[config.mk]
export PLATFORM = sky130hd
export DESIGN_NAME = demand_traffic_light_controller
export DESIGN_NICKNAME = d
export VERILOG_FILES = /design/src/hw/rtl/dtlc_pkg.sv /design/src/hw/rtl/dtlc_cfg.sv /design/src/hw/rtl/dtlc_core.sv /design/src/hw/rtl/demand_traffic_light_controller.sv
export VERILOG_INCLUDE_DIRS = /design/src /design/src/hw/rtl
export SDC_FILE = /design/constraint.sdc
export NUM_CORES = 1
export LEC_CHECK = 0
export BUFFER_PORTS_ARGS = -buffer_cell sky130_fd_sc_hd__buf_2
export CAP_MARGIN = 10
export CORE_ASPECT_RATIO = 0.7
export CORE_MARGIN = 2
export CORE_UTILIZATION = 60
export DETAILED_ROUTE_END_ITERATION = 6
export PLACE_DENSITY_LB_ADDON = 0.12
export SETUP_SLACK_MARGIN = 0.15
export SYNTH_ARGS = -nofsm -noshare
export SYNTH_HDL_FRONTEND = slang
export SYNTH_SLANG_ARGS = --single-unit
[constraint.sdc]
create_clock -name aclk -period 8.3 [get_ports aclk]
set_input_delay 1.245 -clock aclk [delete_from_list [all_inputs] [get_ports aclk]]
set_output_delay 1.245 -clock aclk [all_outputs]
set_load 0.02 [all_outputs]
[src/hw/rtl/demand_traffic_light_controller_defines.svh]
// Assertion macros used by the traffic light controller core.
`ifndef DEMAND_TRAFFIC_LIGHT_CONTROLLER_DEFINES_SVH
`define DEMAND_TRAFFIC_LIGHT_CONTROLLER_DEFINES_SVH

// Same-cycle implication, sampled on aclk, off while aresetn is low.
`define DTLC_ASSERT_NOW(name, ante, cons, msg) \
    name: assert property (@(posedge aclk) disable iff (!aresetn) (ante) |-> (cons)) \
        else $error(msg);

// Next-cycle implication, sampled on aclk, off while aresetn is low.
`define DTLC_ASSERT_NEXT(name, ante, cons, msg) \
    name: assert property (@(posedge aclk) disable iff (!aresetn) (ante) |=> (cons)) \
        else $error(msg);

`endif

[src/hw/rtl/dtlc_pkg.sv]
// Types and constants of the demand traffic light controller.
package dtlc_pkg;

    localparam int CFG_ADDR_W = 1;

    localparam logic [CFG_ADDR_W-1:0] CFG_CARS_PER_PHASE = 1'd0;
    localparam logic [CFG_ADDR_W-1:0] CFG_PHASE_LIMIT    = 1'd1;

    localparam logic [3:0] DEFAULT_GRANT = 4'd5;
    localparam logic [3:0] SECS_MAX      = 4'd15;

    typedef enum logic [1:0] {
        PH_IDLE = 2'd0,
        PH_NS   = 2'd1,
        PH_WE   = 2'd2
    } phase_t;

    // Effective settings, zero already mapped to one.
    typedef struct packed {
        logic [3:0] cars_per_phase;
        logic [3:0] phase_limit;
    } cfg_t;

    typedef struct packed {
        logic second_tick;
        logic arrive_ew;
        logic arrive_we;
        logic arrive_sn;
        logic arrive_ns;
    } item_t;

    typedef struct packed {
        phase_t active_axis;
        logic   lamp_ew;
        logic   lamp_we;
        logic   lamp_sn;
        logic   lamp_ns;
    } result_t;

endpackage

[src/hw/rtl/dtlc_cfg.sv]
// Configuration registers of the traffic light controller.
module dtlc_cfg (
    input  logic                            aclk,
    input  logic                            aresetn,
    input  logic                            cfg_valid,
    input  logic [dtlc_pkg::CFG_ADDR_W-1:0] cfg_addr,
    input  logic [3:0]                      cfg_data,
    output dtlc_pkg::cfg_t                  cfg
);

    logic [3:0] cars_reg;
    logic [3:0] limit_reg;

    always_ff @(posedge aclk) begin
        if (!aresetn) begin
            cars_reg  <= dtlc_pkg::DEFAULT_GRANT;
            limit_reg <= dtlc_pkg::DEFAULT_GRANT;
        end else if (cfg_valid) begin
            case (cfg_addr)
                dtlc_pkg::CFG_CARS_PER_PHASE: cars_reg  <= cfg_data;
                dtlc_pkg::CFG_PHASE_LIMIT:    limit_reg <= cfg_data;
                default: ;
            endcase
        end
    end

    // A zero setting behaves as one.
    assign cfg.cars_per_phase = (cars_reg == 4'd0) ? 4'd1 : cars_reg;
    assign cfg.phase_limit    = (limit_reg == 4'd0) ? 4'd1 : limit_reg;

endmodule

[src/hw/rtl/dtlc_core.sv]
// Queue counters, phase state and the per-step update of the controller.
`include "demand_traffic_light_controller_defines.svh"

module dtlc_core #(
    parameter int COUNT_WIDTH = 8
) (
    input  logic              aclk,
    input  logic              aresetn,
    input  logic              step_en,
    input  dtlc_pkg::cfg_t    cfg,
    input  dtlc_pkg::item_t   item,
    output dtlc_pkg::result_t result
);

    localparam logic [COUNT_WIDTH-1:0] CountMax = '1;

    logic [3:0][COUNT_WIDTH-1:0] queue_reg, queue_next;
    dtlc_pkg::phase_t            phase_reg, phase_next;
    logic                        last_ns_reg, last_ns_next;
    logic [3:0]                  secs_reg, secs_next;
    logic [1:0][3:0]             serve_reg, serve_next;
    logic [1:0]                  done_reg, done_next;

    always_ff @(posedge aclk) begin
        if (!aresetn) begin
            queue_reg   <= '0;
            phase_reg   <= dtlc_pkg::PH_IDLE;
            last_ns_reg <= 1'b0;
            secs_reg    <= '0;
            serve_reg   <= '0;
            done_reg    <= '0;
        end else if (step_en) begin
            queue_reg   <= queue_next;
            phase_reg   <= phase_next;
            last_ns_reg <= last_ns_next;
            secs_reg    <= secs_next;
            serve_reg   <= serve_next;
            done_reg    <= done_next;
        end
    end

    // Next state: arrivals, then tick advance, then a possible phase start.
    always_comb begin
        logic [3:0]             arrive;
        logic [1:0]             idx;
        logic                   ns_wait;
        logic                   we_wait;
        logic [COUNT_WIDTH-1:0] q;
        logic [COUNT_WIDTH-1:0] amt;

        queue_next   = queue_reg;
        phase_next   = phase_reg;
        last_ns_next = last_ns_reg;
        secs_next    = secs_reg;
        serve_next   = serve_reg;
        done_next    = done_reg;
        arrive = {item.arrive_ew, item.arrive_we, item.arrive_sn, item.arrive_ns};
        idx     = '0;
        ns_wait = 1'b0;
        we_wait = 1'b0;
        q       = '0;
        amt     = '0;

        for (int k = 0; k < 4; k++) begin
            if (arrive[k] && queue_reg[k] != CountMax) begin
                queue_next[k] = queue_reg[k] + 1'b1;
            end
        end

        if (phase_reg != dtlc_pkg::PH_IDLE && item.second_tick) begin
            secs_next = (secs_reg != dtlc_pkg::SECS_MAX) ? secs_reg + 4'd1 : secs_reg;
            for (int k = 0; k < 2; k++) begin
                idx = {phase_reg == dtlc_pkg::PH_WE, 1'(k)};
                amt = COUNT_WIDTH'(serve_reg[k]);
                if (!done_reg[k] && secs_next >= serve_reg[k]) begin
                    queue_next[idx] = (queue_next[idx] > amt) ? queue_next[idx] - amt : '0;
                    done_next[k]    = 1'b1;
                end
            end
            // Directions finishing on the limit second still count as served.
            if ((done_next[0] && done_next[1]) || secs_next >= cfg.phase_limit) begin
                last_ns_next = (phase_reg == dtlc_pkg::PH_NS);
                phase_next   = dtlc_pkg::PH_IDLE;
            end
        end

        if (phase_next == dtlc_pkg::PH_IDLE) begin
            ns_wait = (queue_next[0] | queue_next[1]) != '0;
            we_wait = (queue_next[2] | queue_next[3]) != '0;
            if (ns_wait && we_wait) begin
                if (last_ns_next) begin
                    ns_wait = 1'b0;
                end else begin
                    we_wait = 1'b0;
                end
            end
            if (ns_wait || we_wait) begin
                phase_next = ns_wait ? dtlc_pkg::PH_NS : dtlc_pkg::PH_WE;
                secs_next  = '0;
                for (int k = 0; k < 2; k++) begin
                    idx = {we_wait, 1'(k)};
                    q   = queue_next[idx];
                    serve_next[k] = (q < COUNT_WIDTH'(cfg.cars_per_phase)) ?
                                    q[3:0] : cfg.cars_per_phase;
                    done_next[k]  = (serve_next[k] == 4'd0);
                end
            end
        end
    end

    // Outputs: lamps follow the updated phase and done flags.
    always_comb begin
        result.active_axis = phase_next;
        result.lamp_ns     = 1'b0;
        result.lamp_sn     = 1'b0;
        result.lamp_we     = 1'b0;
        result.lamp_ew     = 1'b0;
        case (phase_next)
            dtlc_pkg::PH_NS: begin
                result.lamp_ns = !done_next[0];
                result.lamp_sn = !done_next[1];
            end
            dtlc_pkg::PH_WE: begin
                result.lamp_we = !done_next[0];
                result.lamp_ew = !done_next[1];
            end
            default: ;
        endcase
    end

    `DTLC_ASSERT_NEXT(a_secs_clear_on_start,
        step_en && phase_reg == dtlc_pkg::PH_IDLE && phase_next != dtlc_pkg::PH_IDLE,
        secs_reg == 4'd0, "phase started with nonzero seconds")
    `DTLC_ASSERT_NEXT(a_queue_hold, !step_en, $stable(queue_reg),
        "queue counts moved without a transfer")
    `DTLC_ASSERT_NOW(a_active_not_done, phase_reg != dtlc_pkg::PH_IDLE,
        !(done_reg[0] && done_reg[1]), "active phase with both directions done")

endmodule

[src/hw/rtl/demand_traffic_light_controller.sv]
// Demand-actuated traffic light controller top level.
//
// s_ channel: one transfer per time step; s_tdata carries four arrival flags
// and a one-second tick. m_ channel: one result per step with four lamp bits
// and the active axis. cfg_ channel writes cars_per_phase (index 0) and
// phase_limit (index 1); cfg_ready is always high and writes are expected
// only while no step is in flight.
// A step in the input register is computed into the output register once
// that register is empty or being read. Throughput: one step per cycle
// while m_tready is high; the whole update is one pass of counter and
// compare logic between the input register and the output register.
// Reset (aresetn low, synchronous) empties both registers, clears all queue
// counters, returns to idle with all lamps dark and loads 5 into both
// settings. When m_tready is low the result holds, the input register keeps
// at most one waiting step, and s_tready stays low while that step waits.
module demand_traffic_light_controller #(
    parameter int COUNT_WIDTH = 8
) (
    input  logic                            aclk,
    input  logic                            aresetn,
    input  logic                            s_tvalid,
    output logic                            s_tready,
    // [0] arrive_ns, [1] arrive_sn, [2] arrive_we, [3] arrive_ew,
    // [4] second_tick, [7:5] zero
    input  logic [7:0]                      s_tdata,
    output logic                            m_tvalid,
    input  logic                            m_tready,
    // [0] lamp_ns, [1] lamp_sn, [2] lamp_we, [3] lamp_ew,
    // [5:4] active_axis, [7:6] zero
    output logic [7:0]                      m_tdata,
    input  logic                            cfg_valid,
    output logic                            cfg_ready,
    input  logic [dtlc_pkg::CFG_ADDR_W-1:0] cfg_addr,
    input  logic [3:0]                      cfg_data
);

    logic              in_valid_reg, in_valid_next;
    dtlc_pkg::item_t   item_reg;
    logic              out_valid_reg, out_valid_next;
    dtlc_pkg::result_t out_data_reg;
    dtlc_pkg::result_t result;
    dtlc_pkg::cfg_t    cfg;
    logic              step_en;
    logic              s_fire;

    assign step_en   = in_valid_reg && (!out_valid_reg || m_tready);
    assign s_tready  = !in_valid_reg || step_en;
    assign s_fire    = s_tvalid && s_tready;
    assign cfg_ready = 1'b1;

    always_comb begin
        in_valid_next = in_valid_reg;
        if (s_fire) begin
            in_valid_next = 1'b1;
        end else if (step_en) begin
            in_valid_next = 1'b0;
        end
        out_valid_next = out_valid_reg;
        if (step_en) begin
            out_valid_next = 1'b1;
        end else if (m_tready) begin
            out_valid_next = 1'b0;
        end
    end

    always_ff @(posedge aclk) begin
        if (!aresetn) begin
            in_valid_reg  <= 1'b0;
            out_valid_reg <= 1'b0;
        end else begin
            in_valid_reg  <= in_valid_next;
            out_valid_reg <= out_valid_next;
        end
    end

    always_ff @(posedge aclk) begin
        if (s_fire) begin
            item_reg <= dtlc_pkg::item_t'(s_tdata[4:0]);
        end
        if (step_en) begin
            out_data_reg <= result;
        end
    end

    dtlc_cfg u_cfg (
        .aclk      (aclk),
        .aresetn   (aresetn),
        .cfg_valid (cfg_valid),
        .cfg_addr  (cfg_addr),
        .cfg_data  (cfg_data),
        .cfg       (cfg)
    );

    dtlc_core #(
        .COUNT_WIDTH (COUNT_WIDTH)
    ) u_core (
        .aclk    (aclk),
        .aresetn (aresetn),
        .step_en (step_en),
        .cfg     (cfg),
        .item    (item_reg),
        .result  (result)
    );

    assign m_tvalid = out_valid_reg;
    assign m_tdata  = {2'b00, out_data_reg};

endmodule
Yosys cells after proc, flatten, opt, wreduce, memory -nomap -nowiden. Index checks and enable logic that the tools add are counted. W data, S select, Z words.

Add/subtract/negate cells: 7. Order comparisons: 13. Eq/ne operators: 9. Mux-type cells: 56. Bitwise gates (word level): 3. Reduce and logical (&&, ||, !) cells: 36.

Operators with widths (count): $mux W32 (4); $mux W8 (16); $bwmux W32 (2); $add A8 B1 Y8 const B (4); $mux W4 (8); $ne A8 B8 Y1 const B (4); $demux W8 S1 (2); $gt A8 B4 Y1 (2); $logic_not A4 Y1 (4); $lt A8 B4 Y1 (2); $mux W1 (16); $mux W2 (8); $or A8 B8 Y8 (2); $reduce_bool A8 Y1 (2); $sub A8 B4 Y8 (2); $logic_and A1 B1 Y1 (13); $ge A4 B4 Y1 (3); $lt A2 B3 Y1 const B (4); $logic_not A1 Y1 (6); $reduce_bool A2 Y1 (3); $add A4 B1 Y4 const B (1); $eq A2 B1 Y1 const B (2); $eq A2 B2 Y1 const B (2); $ge A2 B1 Y1 const B (2); other kinds (6) (10).

Flip-flop bits (word level): 70. Input port bits: 18. Word-level logic and storage cells: 148.

Depth between registers and ports, before layout.
Depth after elaboration: 30. Mapped depth: 28. Depth with buffers taken out: 28.

Hierarchy. From an unflattened synthesis, not the netlist that was laid out.

Cell total of the unflattened synthesis: 803. Area, all modules: 6337.3 µm².

By module, submodules not included: dtlc_core (times used 1, cells an instance 736, area each 5490.3 µm², sequential area each 980.9 µm²); demand_traffic_light_controller (times used 1, cells an instance 25, area each 464.2 µm², sequential area each 370.4 µm²); dtlc_cfg (times used 1, cells an instance 42, area each 382.9 µm², sequential area each 160.2 µm²).

Worst setup path before layout. No wires, ideal clock.

Path type: register to register. Start: reg u_core.queue_reg[24] (netlist name). End: reg out_data_reg (netlist bit m_tdata[1]) (data pin). Arrival time: 5.841 ns. Setup slack: 2.204 ns. Cell stages (with the launch flop): 26. Buffers on the path: 0. Clock period less this slack: 6.096 ns. Cell sequence: dfxtp_1 ha_1 nand4_1 o21ai_0 inv_1 nand2_1 xor2_1 o21ai_0 ha_1 nor2b_1 o311ai_0 nor3_1 nand4b_1 o211a_1 a31oi_1 o32a_1 o41a_1 a21oi_2 o21ai_0 ha_1 a21o_1 a21oi_1 o21ai_0 o32ai_1 o2111ai_1 a31o_2.

Longest elaborated chain between the ends: 26.

Ends and longest elaborated chain: start: declaration (line dtlc_core.sv:17) `logic [3:0][COUNT_WIDTH-1:0] queue_reg, queue_next;`; start signal: assignment (line dtlc_core.sv:33) `queue_reg <= queue_next;`; parallel branches: the longest is 2 deep, another holds $add A8 B1 Y8; $mux W8 * (line dtlc_core.sv:65) `if (arrive[k] && queue_reg[k] != CountMax) begin`; $bwmux W32 (line dtlc_core.sv:76) `queue_next[idx] = (queue_next[idx] > amt) ? queue_next[idx] - amt : '0;`; $mux W32 (line dtlc_core.sv:75) `if (!done_reg[k] && secs_next >= serve_reg[k]) begin`; $mux W32 (line dtlc_core.sv:70) `if (phase_reg != dtlc_pkg::PH_IDLE && item.second_tick) begin`; $mux W8 (not written as such) (2 in a row) (line dtlc_core.sv:76); $sub A8 B4 Y8 / $gt A8 B4 Y1 (equally long branches) (line dtlc_core.sv:76); $mux W8 (line dtlc_core.sv:76); (+7 left out); $mux W1 (line dtlc_core.sv:87) `if (phase_next == dtlc_pkg::PH_IDLE) begin`; $mux W8 (not written as such) (2 in a row) (line dtlc_core.sv:102) `q = queue_next[idx];`; $lt A8 B4 Y1 (line dtlc_core.sv:103) `serve_next[k] = (q < COUNT_WIDTH'(cfg.cars_per_phase)) ?`; $mux W4 (line dtlc_core.sv:103); $logic_not A4 Y1 (line dtlc_core.sv:105) `done_next[k] = (serve_next[k] == 4'd0);`; $mux W2 (line dtlc_core.sv:97) `if (ns_wait || we_wait) begin`; $mux W2 (line dtlc_core.sv:87); $logic_not A1 Y1 (line dtlc_core.sv:121) `result.lamp_sn = !done_next[1];`; end signal: assignment (line demand_traffic_light_controller.sv:81) `out_data_reg <= result;`; end: declaration (line demand_traffic_light_controller.sv:40) `dtlc_pkg::result_t out_data_reg;`.

Every way passes the cells marked *. The select of a mux whose other input is x is not followed. A chain may end at the register's enable or synchronous reset.

Worst setup path in the final report.
Start: reg u_core.queue_reg[0] (netlist name). End: reg out_data_reg (netlist bit m_tdata[3]) (data pin).

Longest elaborated chain between the ends: 30.

Ends and longest elaborated chain: parallel branches: the longest is 2 deep, another holds $add A8 B1 Y8; $mux W8 * (line dtlc_core.sv:65); $mux W8 (not written as such) (2 in a row) (line dtlc_core.sv:76); $sub A8 B4 Y8 / $gt A8 B4 Y1 (equally long branches) (line dtlc_core.sv:76); $mux W8 (line dtlc_core.sv:76); $bwmux W32 (line dtlc_core.sv:76); $mux W32 (line dtlc_core.sv:75); $mux W32 (line dtlc_core.sv:70); (+11 left out); $mux W1 (line dtlc_core.sv:87); $mux W8 (not written as such) (2 in a row) (line dtlc_core.sv:102); $lt A8 B4 Y1 (line dtlc_core.sv:103); $mux W4 (line dtlc_core.sv:103); $logic_not A4 Y1 (line dtlc_core.sv:105); $mux W2 (line dtlc_core.sv:97); $mux W2 (line dtlc_core.sv:87); $logic_not A1 Y1 (line dtlc_core.sv:125) `result.lamp_ew = !done_next[1];`.

Marks and branches as above.

==> results.md <==
* Status: finished, final reports clean
* Vias per inst at 6.89
* Post-CTS Setup Bufs at 0
* Final setup TNS at 0 ns
* Gr usage total at 0.334
* Drt total wl at 19,200 um
* Post-DR wirelength/cell at 20.1 um
* Final Max Slew Viols at 0
* Initial antenna violation count at 0
* I/O Buffers at 22
* Max reg flops at 32
* CP endpoint kind: register
* TritonCTS clock tree: built
* Fmax at 0.132 GHz
* Global route total overflow at 0
* Largest net degree at the start of global routing at 47
* Filler cells at 912
* # Max-Cap Violations at 0
* Worst-path clk slew at 0.06 ns
* RSZ-0062 raised after global routing: false
* PwrDens at 190 nW/um2
* Clock network power share at 0.318
* Final hold vios at 0
* # DRC at 0
* Top post-synthesis cells by count: 119 x nor2_1, 73 x nand2_1, 71 x a21oi_1, 59 x dfxtp_1, 39 x o21ai_0
* Seq/Total Area, Yosys at 0.244
* Pre-CTS setup slack at 0.862 ns
* CP Launch Point: u_core.queue_reg[0]
* NetSw at 485 uW
* Clock sink total at 70
* CP Data Arrival Time at 7.66 ns
* Synth top area cells: dfxtp_1 19%, nor2_1 7.2%, ha_1 6.3%
* Setup-failing EPs final at 0
* Top-count cell post-synth: nor2_1
* Fin area at 6620 um2
* Mean post-synth cell area at 7.50 um2
* Crit start category: register
* EDFF count, synth at 11
* Data required time of the critical path at 8.39 ns
* Layout area overhead at 6.63%
* Pleak at 2.56 nW
* Final WS setup at 0.725 ns
* Placed cell area at 6310 um2
* DIE WIDTH at 126 um
* CP Class: register to register
* Number of global-route vias before repair at 5,406
* Clock Tree Buf Depth at 2
* Skew final at 0.0106 ns
* Die Height at 89.1 um
* Yosys top cell by area: dfxtp_1
* Die Area at 11,200 um2
* Rel. slew slack at 0.409
* Worst Hold Class: register to register
* Post-synth top flop: dfxtp_1
* Hold path start: u_cfg.limit_reg[1]
* Root Buffer Master: clkbuf_16
* Placed wire-length estimate at 14,400 um
* Peak VDD IR at 0.000134 V
* Combinational power share at 0.372
* Core area at 10,200 um2
* DRT antenna net count at 0
* Sw Ratio at 0.386
* CTS H-Tree Depth at 3
* Layout cells sized above 1 at 0.107
* Worst-margin pin slew at 0.885 ns
* Post-CTS Hold Buffers at 0
* Iter 0 DRT Violations at 916
* GPL Wtd Cong at 0.962
* Crit Path Max Fanout at 9
* Diode count at 0
* Initial core utilization at 0.608
* First-pass GRT wire length at 29,200 um
* Skew-Pair Late Insertion Delay at 0.34 ns
* Yosys reg bits at 70
* Setup slack, reg-to-reg at 0.72 ns
* Resized cells post-CTS at 0
* Io pins at 29
* Fin crit share at 0.913
* DRT Pass-1 Iters at 5
* Sequential share of power at 0.310
* Via count at 6,598
* Row count at 31
* Internal power at 772 uW
* Synth Warn # at 0
* Cells after Synth at 828
* CTS buffer count at 9
* Post-synth cell types at 87
* Reg2reg start: u_core.queue_reg[0]
* Async SR Flop Fraction at 0
* NumNets Final at 871
* Top cell type's share of synthesized area at 0.190
* Area of the mapped netlist at 6210 um2
* Minimum clock period at 7.58 ns
## layout make-up
type / instances / area, um2 / area share
Multi-Input combinational cell: 683 / 4360 / 0.659
Sequential cell: 70 / 1510 / 0.228
Clock buffer: 10 / 239 / 0.0361
Timing Repair Buffer: 30 / 170 / 0.0257
Tap cell: 132 / 165 / 0.0250
Inverter: 26 / 97.6 / 0.0147
Clock inverter: 6 / 71.3 / 0.0108
## through the flow
step           total power, mW   util  instances  hold WS (ns)
3_5_place_dp             0.843  0.618        941         0.448
5_1_grt                   1.31  0.649        957         0.497
2_1_floorplan            0.724      -        829         0.436
3_3_place_gp             0.834  0.618        941         0.445
4_1_cts                   1.24  0.649        957         0.456
6_report                  1.26  0.649        957         0.453
## critical path, cell delays in order, from the launching register on
cell       delay (ns)
dfxtp_1          0.45
ha_1             0.39
nand4_1          0.28
nand3_1          0.18
xor2_1           0.20
mux2i_1          0.14
ha_1             0.36
a21oi_1          0.16
o21ai_0          0.16
a21o_1           0.28
a2111oi_1        0.50
mux2i_1          0.52
o31a_1           0.24
a31oi_1          0.16
o41a_1           0.55
a21oi_2          0.41
o21ai_0          0.24
ha_1             0.35
a21o_1           0.18
a21oi_1          0.21
o21ai_0          0.16
o32ai_1          0.53
o2111ai_1        0.33
a31o_2           0.33
## kinds of logic (layout without fill, tap and decap cells)
group	after synthesis	after routing	synth area share
buffers and inverters	76	72	0.0550
adder cells (fa/ha/maj)	33	33	0.0690
other	2	3	0.00121
AO/OA/AOI/OAI	262	262	0.295
multiplexers	21	21	0.0357
XOR/XNOR	14	14	0.0198
flip-flops	70	70	0.244
AND/OR/NAND/NOR	350	350	0.281
## worst paths after layout
kind,cells past startpoint,endpoint
worst max-delay path,23,m_tdata[3]
worst min-delay path,2,u_cfg.limit_reg[1]
worst max register to register,23,m_tdata[3]
worst min register to register,2,u_cfg.limit_reg[1]
## power groups by stage
| stage | registers, mW | logic (mW) | clock network [mW] |
|---|---|---|---|
| after global placement | 0.395 | 0.439 | 0 |
| after detailed placement | 0.396 | 0.447 | 0 |
| after CTS | 0.389 | 0.450 | 0.404 |
| final | 0.390 | 0.467 | 0.399 |
| after global routing | 0.393 | 0.502 | 0.417 |
| after floorplan | 0.391 | 0.332 | 0 |
## routing by layer
metal	up-vias	global-route usage	routed length, um
met1	3101	0.535	9190
met4	0	0.0758	248
met5	-	0	0
li1	3096	-	-
met2	376	0.453	7530
met3	25	0.0616	2230
## placed cells by master (no fill, tap or decap), drive strengths merged, types with 5 or more instances in the layout
cell type and count:
a2111oi 7, a211oi 25, a21o 11, a21oi 74
a31o 5, a31oi 15, and2 7, and3 16
and4 13, buf 30, clkbuf 10, dfxtp 59
edfxtp 11, ha 31, inv 26, mux2i 18
nand2 73, nand2b 14, nand3 34, nand4 16
nor2 119, nor2b 8, nor3 23, nor4 6
o211ai 6, o21a 10, o21ai 44, o21bai 5
o221ai 5, o22ai 6, o32ai 6, xnor2 6
xor2 8
Note: power is estimated with default switching activity, not from simulation.
